## config.mk

```make
export PLATFORM = sky130hd
export DESIGN_NAME = bfis_ctrl
export DESIGN_NICKNAME = d
export VERILOG_FILES = /design/src/design/bfis_pkg.sv /design/src/design/bfis_ctrl.sv
export SDC_FILE = /design/constraint.sdc
export NUM_CORES = 1
export LEC_CHECK = 0
export BUFFER_PORTS_ARGS = -buffer_cell sky130_fd_sc_hd__buf_2
export CORE_UTILIZATION = 30
export DETAILED_ROUTE_END_ITERATION = 8
export PLACE_DENSITY = 0.62
export SLEW_MARGIN = 10
export SYNTH_ARGS = -nofsm -noshare
export SYNTH_HDL_FRONTEND = slang
export SYNTH_SLANG_ARGS = --single-unit
```

## constraint.sdc

```tcl
create_clock -name i_clk -period 1.25 [get_ports i_clk]
set_input_delay 0.25 -clock i_clk [delete_from_list [all_inputs] [get_ports i_clk]]
set_output_delay 0.25 -clock i_clk [all_outputs]
set_load 0.02 [all_outputs]
```

## src/design/bfis_pkg.sv

```systemverilog
// ----------------------------------------------------------------------------
// bfis_pkg
// shared codes and the control/status structs between controller and datapath
// ----------------------------------------------------------------------------
package bfis_pkg;

    // command codes
    localparam logic [1:0] CMD_LOAD    = 2'd0;
    localparam logic [1:0] CMD_EXEC    = 2'd1;
    localparam logic [1:0] CMD_SUPPLY  = 2'd2;
    localparam logic [1:0] CMD_RESTART = 2'd3;

    // result status codes
    localparam logic [2:0] ST_NONE      = 3'd0;
    localparam logic [2:0] ST_OUTPUT    = 3'd1;
    localparam logic [2:0] ST_NEED_IN   = 3'd2;
    localparam logic [2:0] ST_FINISHED  = 3'd3;
    localparam logic [2:0] ST_UNMATCHED = 3'd4;

    // configuration register indexes
    localparam logic REG_START_POSITION = 1'b0;
    localparam logic REG_START_POINTER  = 1'b1;

    // program bytes
    localparam logic [7:0] CH_RIGHT = 8'h3E;
    localparam logic [7:0] CH_LEFT  = 8'h3C;
    localparam logic [7:0] CH_INC   = 8'h2B;
    localparam logic [7:0] CH_DEC   = 8'h2D;
    localparam logic [7:0] CH_OUT   = 8'h2E;
    localparam logic [7:0] CH_IN    = 8'h2C;
    localparam logic [7:0] CH_OPEN  = 8'h5B;
    localparam logic [7:0] CH_CLOSE = 8'h5D;
    localparam logic [7:0] CH_END   = 8'h00;

    // decoded instruction class
    localparam logic [3:0] OPC_RIGHT = 4'd0;
    localparam logic [3:0] OPC_LEFT  = 4'd1;
    localparam logic [3:0] OPC_INC   = 4'd2;
    localparam logic [3:0] OPC_DEC   = 4'd3;
    localparam logic [3:0] OPC_OUT   = 4'd4;
    localparam logic [3:0] OPC_IN    = 4'd5;
    localparam logic [3:0] OPC_OPEN  = 4'd6;
    localparam logic [3:0] OPC_CLOSE = 4'd7;
    localparam logic [3:0] OPC_END   = 4'd8;
    localparam logic [3:0] OPC_OTHER = 4'd9;

    // position register update
    localparam logic [1:0] POS_HOLD     = 2'd0;
    localparam logic [1:0] POS_ADV      = 2'd1;
    localparam logic [1:0] POS_SCAN_ADV = 2'd2;
    localparam logic [1:0] POS_LOAD     = 2'd3;

    // pointer register update
    localparam logic [1:0] PTR_HOLD = 2'd0;
    localparam logic [1:0] PTR_INC  = 2'd1;
    localparam logic [1:0] PTR_DEC  = 2'd2;
    localparam logic [1:0] PTR_LOAD = 2'd3;

    // tape write
    localparam logic [1:0] TAPE_NONE = 2'd0;
    localparam logic [1:0] TAPE_DATA = 2'd1;
    localparam logic [1:0] TAPE_INC  = 2'd2;
    localparam logic [1:0] TAPE_DEC  = 2'd3;

    typedef struct packed {
        logic       clear_step;
        logic       latch;
        logic       latch_restart;
        logic       red_pos_sub;
        logic       red_ptr_sub;
        logic       prog_load;
        logic [1:0] tape_op;
        logic [1:0] pos_op;
        logic [1:0] ptr_op;
        logic       seek_init;
        logic       seek_fwd;
        logic       seek_step;
        logic       seek_chk;
        logic       nest_clear;
        logic       rd_scan;
        logic       emit;
        logic [2:0] emit_status;
        logic       emit_value;
    } t_dp_cmd;

    typedef struct packed {
        logic       clear_last;
        logic       pos_big;
        logic       ptr_big;
        logic [3:0] op_class;
        logic       cell_zero;
        logic       scan_edge;
        logic       chk_fail;
        logic       nest_done;
    } t_dp_stat;

    function automatic logic [3:0] op_class(input logic [7:0] b);
        logic [3:0] c;
        case (b)
            CH_RIGHT: c = OPC_RIGHT;
            CH_LEFT:  c = OPC_LEFT;
            CH_INC:   c = OPC_INC;
            CH_DEC:   c = OPC_DEC;
            CH_OUT:   c = OPC_OUT;
            CH_IN:    c = OPC_IN;
            CH_OPEN:  c = OPC_OPEN;
            CH_CLOSE: c = OPC_CLOSE;
            CH_END:   c = OPC_END;
            default:  c = OPC_OTHER;
        endcase
        return c;
    endfunction

endpackage

```

## src/design/bfis_ctrl.sv

```systemverilog
// ----------------------------------------------------------------------------
// bfis_ctrl
// sequencer: clearing pass, command dispatch, decode and bracket search steps
// ----------------------------------------------------------------------------
module bfis_ctrl (
    input  logic                i_clk,
    input  logic                i_rst_n,
    input  logic                start,
    input  logic [1:0]          i_cmd,
    input  bfis_pkg::t_dp_stat  i_stat,
    output bfis_pkg::t_dp_cmd   o_dp_cmd,
    output logic                busy
);

    localparam logic [3:0] S_CLEAR     = 4'd0;
    localparam logic [3:0] S_IDLE      = 4'd1;
    localparam logic [3:0] S_LOAD      = 4'd2;
    localparam logic [3:0] S_RESTART   = 4'd3;
    localparam logic [3:0] S_SUPPLY    = 4'd4;
    localparam logic [3:0] S_FETCH     = 4'd5;
    localparam logic [3:0] S_DECODE    = 4'd6;
    localparam logic [3:0] S_SEEK_STEP = 4'd7;
    localparam logic [3:0] S_SEEK_CHK  = 4'd8;

    logic [3:0] r_state;
    logic [3:0] n_state;

    always_ff @(posedge i_clk) begin
        if (!i_rst_n) begin
            r_state <= S_CLEAR;
        end else begin
            r_state <= n_state;
        end
    end

    assign busy = (r_state != S_IDLE);

    always_comb begin
        n_state  = r_state;
        o_dp_cmd = '0;
        case (r_state)
            S_CLEAR: begin
                o_dp_cmd.clear_step = 1'b1;
                if (i_stat.clear_last) begin
                    n_state = S_IDLE;
                end
            end
            S_IDLE: begin
                if (start) begin
                    o_dp_cmd.latch         = 1'b1;
                    o_dp_cmd.latch_restart = (i_cmd == bfis_pkg::CMD_RESTART);
                    case (i_cmd)
                        bfis_pkg::CMD_LOAD:    n_state = S_LOAD;
                        bfis_pkg::CMD_EXEC:    n_state = S_FETCH;
                        bfis_pkg::CMD_SUPPLY:  n_state = S_SUPPLY;
                        bfis_pkg::CMD_RESTART: n_state = S_RESTART;
                        default:               n_state = S_IDLE;
                    endcase
                end
            end
            S_LOAD: begin
                if (i_stat.pos_big) begin
                    o_dp_cmd.red_pos_sub = 1'b1;
                end else begin
                    o_dp_cmd.prog_load   = 1'b1;
                    o_dp_cmd.emit        = 1'b1;
                    o_dp_cmd.emit_status = bfis_pkg::ST_NONE;
                    n_state              = S_IDLE;
                end
            end
            S_RESTART: begin
                if (i_stat.pos_big || i_stat.ptr_big) begin
                    o_dp_cmd.red_pos_sub = i_stat.pos_big;
                    o_dp_cmd.red_ptr_sub = i_stat.ptr_big;
                end else begin
                    o_dp_cmd.pos_op      = bfis_pkg::POS_LOAD;
                    o_dp_cmd.ptr_op      = bfis_pkg::PTR_LOAD;
                    o_dp_cmd.emit        = 1'b1;
                    o_dp_cmd.emit_status = bfis_pkg::ST_NONE;
                    n_state              = S_IDLE;
                end
            end
            S_SUPPLY: begin
                o_dp_cmd.tape_op     = bfis_pkg::TAPE_DATA;
                o_dp_cmd.emit        = 1'b1;
                o_dp_cmd.emit_status = bfis_pkg::ST_NONE;
                n_state              = S_IDLE;
            end
            S_FETCH: begin
                n_state = S_DECODE;
            end
            S_DECODE: begin
                o_dp_cmd.emit        = 1'b1;
                o_dp_cmd.emit_status = bfis_pkg::ST_NONE;
                o_dp_cmd.pos_op      = bfis_pkg::POS_ADV;
                n_state              = S_IDLE;
                case (i_stat.op_class)
                    bfis_pkg::OPC_RIGHT: o_dp_cmd.ptr_op  = bfis_pkg::PTR_INC;
                    bfis_pkg::OPC_LEFT:  o_dp_cmd.ptr_op  = bfis_pkg::PTR_DEC;
                    bfis_pkg::OPC_INC:   o_dp_cmd.tape_op = bfis_pkg::TAPE_INC;
                    bfis_pkg::OPC_DEC:   o_dp_cmd.tape_op = bfis_pkg::TAPE_DEC;
                    bfis_pkg::OPC_OUT: begin
                        o_dp_cmd.emit_status = bfis_pkg::ST_OUTPUT;
                        o_dp_cmd.emit_value  = 1'b1;
                    end
                    bfis_pkg::OPC_IN: begin
                        o_dp_cmd.emit_status = bfis_pkg::ST_NEED_IN;
                    end
                    bfis_pkg::OPC_OPEN: begin
                        if (i_stat.cell_zero) begin
                            o_dp_cmd.emit      = 1'b0;
                            o_dp_cmd.pos_op    = bfis_pkg::POS_HOLD;
                            o_dp_cmd.seek_init = 1'b1;
                            o_dp_cmd.seek_fwd  = 1'b1;
                            n_state            = S_SEEK_STEP;
                        end
                    end
                    bfis_pkg::OPC_CLOSE: begin
                        if (!i_stat.cell_zero) begin
                            o_dp_cmd.emit      = 1'b0;
                            o_dp_cmd.pos_op    = bfis_pkg::POS_HOLD;
                            o_dp_cmd.seek_init = 1'b1;
                            o_dp_cmd.seek_fwd  = 1'b0;
                            n_state            = S_SEEK_STEP;
                        end
                    end
                    bfis_pkg::OPC_END: begin
                        o_dp_cmd.pos_op      = bfis_pkg::POS_HOLD;
                        o_dp_cmd.emit_status = bfis_pkg::ST_FINISHED;
                    end
                    default: begin
                        o_dp_cmd.pos_op = bfis_pkg::POS_ADV;
                    end
                endcase
            end
            S_SEEK_STEP: begin
                if (i_stat.scan_edge) begin
                    o_dp_cmd.nest_clear  = 1'b1;
                    o_dp_cmd.emit        = 1'b1;
                    o_dp_cmd.emit_status = bfis_pkg::ST_UNMATCHED;
                    n_state              = S_IDLE;
                end else begin
                    o_dp_cmd.seek_step = 1'b1;
                    o_dp_cmd.rd_scan   = 1'b1;
                    n_state            = S_SEEK_CHK;
                end
            end
            S_SEEK_CHK: begin
                if (i_stat.chk_fail) begin
                    o_dp_cmd.nest_clear  = 1'b1;
                    o_dp_cmd.emit        = 1'b1;
                    o_dp_cmd.emit_status = bfis_pkg::ST_UNMATCHED;
                    n_state              = S_IDLE;
                end else begin
                    o_dp_cmd.seek_chk = 1'b1;
                    if (i_stat.nest_done) begin
                        o_dp_cmd.pos_op      = bfis_pkg::POS_SCAN_ADV;
                        o_dp_cmd.emit        = 1'b1;
                        o_dp_cmd.emit_status = bfis_pkg::ST_NONE;
                        n_state              = S_IDLE;
                    end else begin
                        n_state = S_SEEK_STEP;
                    end
                end
            end
            default: begin
                n_state = S_CLEAR;
            end
        endcase
    end

endmodule

```

==> key figures, run 1 <==
Clock tree
  • Clk buf depth: 2
  • CTS tree: built
  • Htree depth: 1
  • Root Driver: clkbuf_4
  • Cts hold-fix bufs: 0
  • Clk_lat worst skew: 240 ps
  • Total CTS buffers: 3
  • Clock sinks: 4
  • Worst-path clk slew: 40 ps

Floorplan
  • Starting Density: 33.31%
  • Core area: 0.002062 mm^2
  • I/O pin count: 40
  • Die width: 49.85 um
  • Die Area: 0.002485 mm^2
  • Die Ht: 49.85 um
  • # rows: 16

Route
  • Residual DRC count: 0
  • Routed len/inst: 15.20 um
  • Starting DRT DRC Count: 26
  • Vias per Instance: 5.292
  • Final WL: 2.964 mm
  • Via count: 1032
  • Number of iterations in the first detailed-routing pass: 5
  • Final ANT Viol Nets: 0

Setup path
  • Crit Path Category: register to primary output
  • Crit start category: register
  • Req. time, crit path: 1000 ps
  • CP cell instances: nand4bb_4, buf_6, nor2_4, nor4bb_2, buf_2
  • CP Data Arrival Time: 1500 ps
  • Crit Path Max Fanout: 4
  • Flop2flop setup slack: -170 ps
  • Largest stage delay, worst path: 330 ps
  • Critical-path top delay cell: dfxtp_2
  • Critical Path End Type: primary output

Synth
  • Async S/R FF share, synth: 0%
  • Mapped Cells: 94
  • Net Count, Synth: 112
  • Post-synthesis mux area share: 1.457%
  • Largest family of logic cells by synthesized area: simple AND/OR/NAND/NOR gates
  • Distinct cells, synth: 41
  • Flops & latches, synth: 4
  • Synth Area in Compound Gates: 23.13%
  • Top FF cell, synth: dfxtp_1
  • Post-Synth Adder-Cell Area: 3.643%
  • Syn_area_per_cell: 7.308 um^2
  • Mapped Area: 686.9 um^2
  • XOR/XNOR Fraction of Synth Area: 3.643%
  • Register area share after synthesis: 11.66%
  • Simple-Gate Fraction of Synth Area: 47.18%
  • Ys Warns: 0
  • Number of synthesized flops with an enable pin: 0

Placement
  • DP HPWL: 1.824 mm
  • I/O Buffers: 39
  • DP Area: 0.001219 mm^2
  • Gpl congestion: 0.7711

Final layout
  • Area growth syn-to-layout: 135.7%
  • Layout Nets: 188
  • Most flop-heavy register: r_state
  • Inserted Diodes: 0
  • Max reg flops: 4
  • Share of layout cells above drive strength 1: 78.57%
  • Post-route cell area: 0.001619 mm^2
  • Largest regs: r_state (4)

Global route
  • Met1 Use GR: 26.53%
  • Initial antenna violation count: 0
  • Met2 usage: 49.55%
  • GR Util met3: 0.6173%
  • Total GRT Usage: 24.57%
  • Vias in the first global route: 1049
  • First-pass GRT wire length: 4.712 mm
  • Gr ovfl total: 0
  • Largest net degree at the start of global routing: 10
  • Top Usage Layer GRT: met2

Power and ir drop
  • Static Leakage: 0.0007415 uW
  • Power Dens Cells: 695.2 mW/mm^2
  • Peak supply drop: 0.0005791 V

Timing
  • Max frequency: 0.5702 GHz
  • PnR worst setup slack: -503.7 ps
  • TNS Setup: -9844 ps
  • Relative slew slack: 78.86%
  • Min Tclk post-route: 1754 ps
  • Clock skew: 3.627 ps
  • Final hold violation count: 0
  • Worst-margin pin slew: 312.7 ps
  • Slew Limit Fails: 0
  • # setup viols final: 28
  • Tcrit/Tclk final: 140.3%
  • RSZ-0062 raised after global routing: true

Min path
  • HP Class: input port to register

Status
  • Failing checks: negative setup slack
  • Status: finished with violations

Run
  • Max-cap viol count: 0
-- where the power goes --
group	leakage, uW	total (uW)	internal (uW)	switching, uW
Combinational	0.000692	776	409	367
Sequential	0.0000352	180	150	30.1
Clock	0.0000138	170	108	61.8
-- layout by cell type, fill, tap and decap left out, types with 3 or more instances in the layout --
master / count
nor2_1: 7
nand2_2: 7
inv_1: 3
and2_4: 3
dfxtp_4: 3
buf_2: 21
clkbuf_4: 3
buf_6: 25
nand2_1: 4
o21ai_4: 3
buf_4: 32
and3_4: 3
-- kinds of logic (layout without fill, tap and decap cells) --
family,Yosys count,count (layout)
xor+xnor,2,2
simple gates,51,51
fa+ha+maj,2,2
mux,1,1
flops,4,4
buf+inv,12,86
compound gates,22,22
-- area by class of cell --
cell class / instances / area, um^2
fillers: 134 / 442.9
clock buffers: 3 / 22.52
inverters: 3 / 11.26
multi-input cells: 78 / 792.0
repair buffers: 80 / 666.9
well taps: 27 / 33.78
flip-flops and latches: 4 / 92.59
-- cell usage after synthesis (2+ instances only) --
master / n / area share, %
nand2b_1: 2 / 1.8
a21oi_1: 2 / 1.5
clkbuf_1: 2 / 1.1
nor4_1: 2 / 1.8
o21ai_0: 6 / 4.4
inv_1: 3 / 1.6
nor3_1: 4 / 2.9
buf_4: 4 / 4.4
and3_1: 3 / 2.7
nor2_1: 11 / 6.0
dfxtp_1: 4 / 12
ha_1: 2 / 3.6
nor2b_1: 2 / 1.8
buf_2: 3 / 2.2
o2111ai_1: 2 / 2.6
nand2_1: 11 / 6.0
o21a_1: 2 / 2.2
nand3_1: 2 / 1.5
a21o_1: 2 / 2.2
and2_1: 3 / 2.7
nand4_1: 2 / 1.8
-- metrics by stage --
stage | cells | hold slack (ps) | power (uW) | util, % | setup WS (ps)
after floorplan | 94 | 366.2 | 498.5 | - | -246.3
after global placement | 181 | 512.4 | 723.6 | 59.10 | -253.0
after detailed placement | 181 | 507.4 | 738.8 | 59.10 | -279.9
after CTS | 194 | 252.3 | 1016 | 73.48 | -492.8
after global routing | 195 | 295.6 | 1182 | 78.52 | -567.6
final | 195 | 275.9 | 1125 | 78.52 | -503.7
-- routing by layer --
| layer | share of wire (%) | vias to the layer above | wire [um] |
|---|---|---|---|
| li1 | - | 490 | - |
| met2 | 58 | 45 | 1707 |
| met5 | 0 | - | 0 |
| met4 | 1.4 | 0 | 42 |
| met3 | 3.0 | 6 | 90 |
| met1 | 38 | 491 | 1123 |
-- worst paths after layout --
path / from / endpoint / cells after the start
max reg2reg: r_state[3] / r_state[1] / 5
min: i_rst_n / r_state[1] / 3
min reg2reg: r_state[1] / r_state[0] / 3
max: r_state[3] / o_dp_cmd[9] / 5
-- repair_timing --
item                       in CTS  in global routing
resized for setup              59                 23
pin swaps                      15                  7
cloned                          0                  0
setup buffers                  10                  4
setup endpoints to repair      28                 28
-- worst max-delay path: cells and delay by family, from the launching register on --
kind          cells  cell delay (ps)
buf+inv           2              380
flops             1              330
simple gates      3              550
No activity file was read; power rests on OpenSTA's default activity.
==> run 2: changes to the inputs <==
--- a/config.mk
+++ b/config.mk
@@ -9,6 +9,7 @@
 export CORE_UTILIZATION = 30
 export DETAILED_ROUTE_END_ITERATION = 8
 export PLACE_DENSITY = 0.62
+export SETUP_SLACK_MARGIN = 0.2
 export SLEW_MARGIN = 10
 export SYNTH_ARGS = -nofsm -noshare
 export SYNTH_HDL_FRONTEND = slang
==> key figures, run 2 (synthesized netlist as in run 1, its figures left out) <==
Route
  • Via count: 1066
  • Vias per Instance: 5.251
  • Number of iterations in the first detailed-routing pass: 4
  • Residual DRC count: 0
  • Final WL: 3.300 mm
  • Starting DRT DRC Count: 13
  • Final ANT Viol Nets: 0
  • Routed len/inst: 16.26 um

Timing
  • # setup viols final: 28
  • Worst-margin pin slew: 332.9 ps
  • Slew Limit Fails: 0
  • Clock skew: 5.500 ps
  • Relative slew slack: 77.71%
  • TNS Setup: -10170 ps
  • Min Tclk post-route: 1744 ps
  • Tcrit/Tclk final: 139.5%
  • RSZ-0062 raised after global routing: true
  • Final hold violation count: 0
  • PnR worst setup slack: -494.3 ps
  • Max frequency: 0.5733 GHz

Final layout
  • Finished Core Util: 82.40%
  • Inserted Diodes: 0
  • Most frequent cells in the layout: 37 x buf_4, 33 x buf_6, 17 x buf_2, 7 x nor2_1, 6 x nand2_2
  • Most common cell after layout, fill and taps aside: buf_4
  • Largest regs: r_state (4)
  • Area growth syn-to-layout: 147.4%
  • Non-Filler Instances: 203
  • Layout Nets: 196
  • Share of layout cells above drive strength 1: 79.55%
  • Max reg flops: 4
  • Most flop-heavy register: r_state

Placement
  • Gpl congestion: 0.8479
  • I/O Buffers: 39
  • Inst Count DP: 180
  • DP HPWL: 1.842 mm

Floorplan
  • Die width: 49.85 um
  • # rows: 16
  • Die Area: 0.002485 mm^2
  • Starting Density: 33.31%
  • Core area: 0.002062 mm^2
  • Die Ht: 49.85 um
  • I/O pin count: 40

Global route
  • Met1 Use GR: 29.21%
  • Gr ovfl total: 0
  • Total GRT Usage: 26.27%
  • Initial antenna violation count: 0
  • GR Util met3: 2.469%
  • First-pass GRT wire length: 5.009 mm
  • Top Usage Layer GRT: met2
  • Vias in the first global route: 1111
  • Largest net degree at the start of global routing: 9
  • Met2 usage: 51.35%

Status
  • Failing checks: negative setup slack
  • Status: finished with violations

Power and ir drop
  • Peak supply drop: 0.0006192 V
  • Int Power: 758.0 uW
  • Psw: 508.2 uW
  • Clk pwr share: 12.9%
  • Part of the power in combinational logic: 73.1%
  • Reg power frac: 14.0%
  • Static Leakage: 0.0007745 uW
  • Power Dens Cells: 745.2 mW/mm^2
  • Switching share of power: 40.13%
  • Overall power: 1266 uW

Clock tree
  • CTS tree: built
  • Htree depth: 1
  • Clk_lat worst skew: 240 ps
  • Clock sinks: 4
  • Root Driver: clkbuf_4
  • Worst-path clk slew: 40 ps
  • Clk buf depth: 2
  • Total CTS buffers: 3

Run
  • Max-cap viol count: 0

Setup path
  • Crit Path Category: register to primary output
  • Crit Path Max Fanout: 4
  • Req. time, crit path: 1000 ps
  • Critical Path End Type: primary output
  • Crit start category: register
  • CP Data Arrival Time: 1490 ps

Min path
  • HP Class: input port to register
-- run 2: changes by cell type in the layout (fill, tap and decap cells not counted), moves of 2 or more --
cell,delta
buf_12,-2
buf_6,+8
buf_4,+5
buf_2,-4
-- run 2: timing repair --
action                     in CTS  in global routing
hold buffers                    0                  0
pin swaps                      18                 17
setup endpoints to repair      28                 28
buffers inserted               12                  8
resized for setup              72                 18
-- run 2: area by class of cell --
type	instances	area [um^2]
clock buffer	3	22.52
timing repair buffer	88	749.5
multi-input combinational	78	784.5
tap	27	33.78
fill	128	362.8
inverter	3	13.76
sequential	4	95.09
-- run 2: final timing paths --
path | from | end | slack, ps | cells past startpoint
max | r_state[0] | o_dp_cmd[9] | -490 | 5
min | i_rst_n | r_state[2] | 330 | 3
max reg2reg | r_state[0] | r_state[1] | -280 | 7
min reg2reg | r_state[3] | r_state[2] | 780 | 4
-- run 2: power groups by stage --
stage | Combinational (uW) | Clock [uW] | Sequential (uW)
2_1_floorplan | 335 | 0 | 171
3_3_place_gp | 509 | 0 | 177
3_5_place_dp | 515 | 0 | 178
4_1_cts | 711 | 166 | 177
5_1_grt | 974 | 180 | 180
6_report | 925 | 163 | 178
-- run 2: through the flow --
step	hold WS [ps]	cell area, um^2	setup slack [ps]
after floorplan	358.7	850.8	-246.1
after global placement	511.9	1216	-228.5
after detailed placement	519.4	1216	-267.0
after CTS	273.6	1553	-496.9
after global routing	336.0	1699	-565.0
final	325.7	1699	-494.3
-- run 2: critical path: stages, from the launching register on --
cell and delay (ps):
dfxtp_4 350, nand4bb_4 260, buf_6 170, nor2_4 80, nor4bb_2 200, buf_2 200
-- run 2: metal layers --
metal  vias to the layer above  routed length, um
met2                        35               1860
met1                       512               1250
met4                         0                106
met5                         -                  0
li1                        509                  -
met3                        10                 83
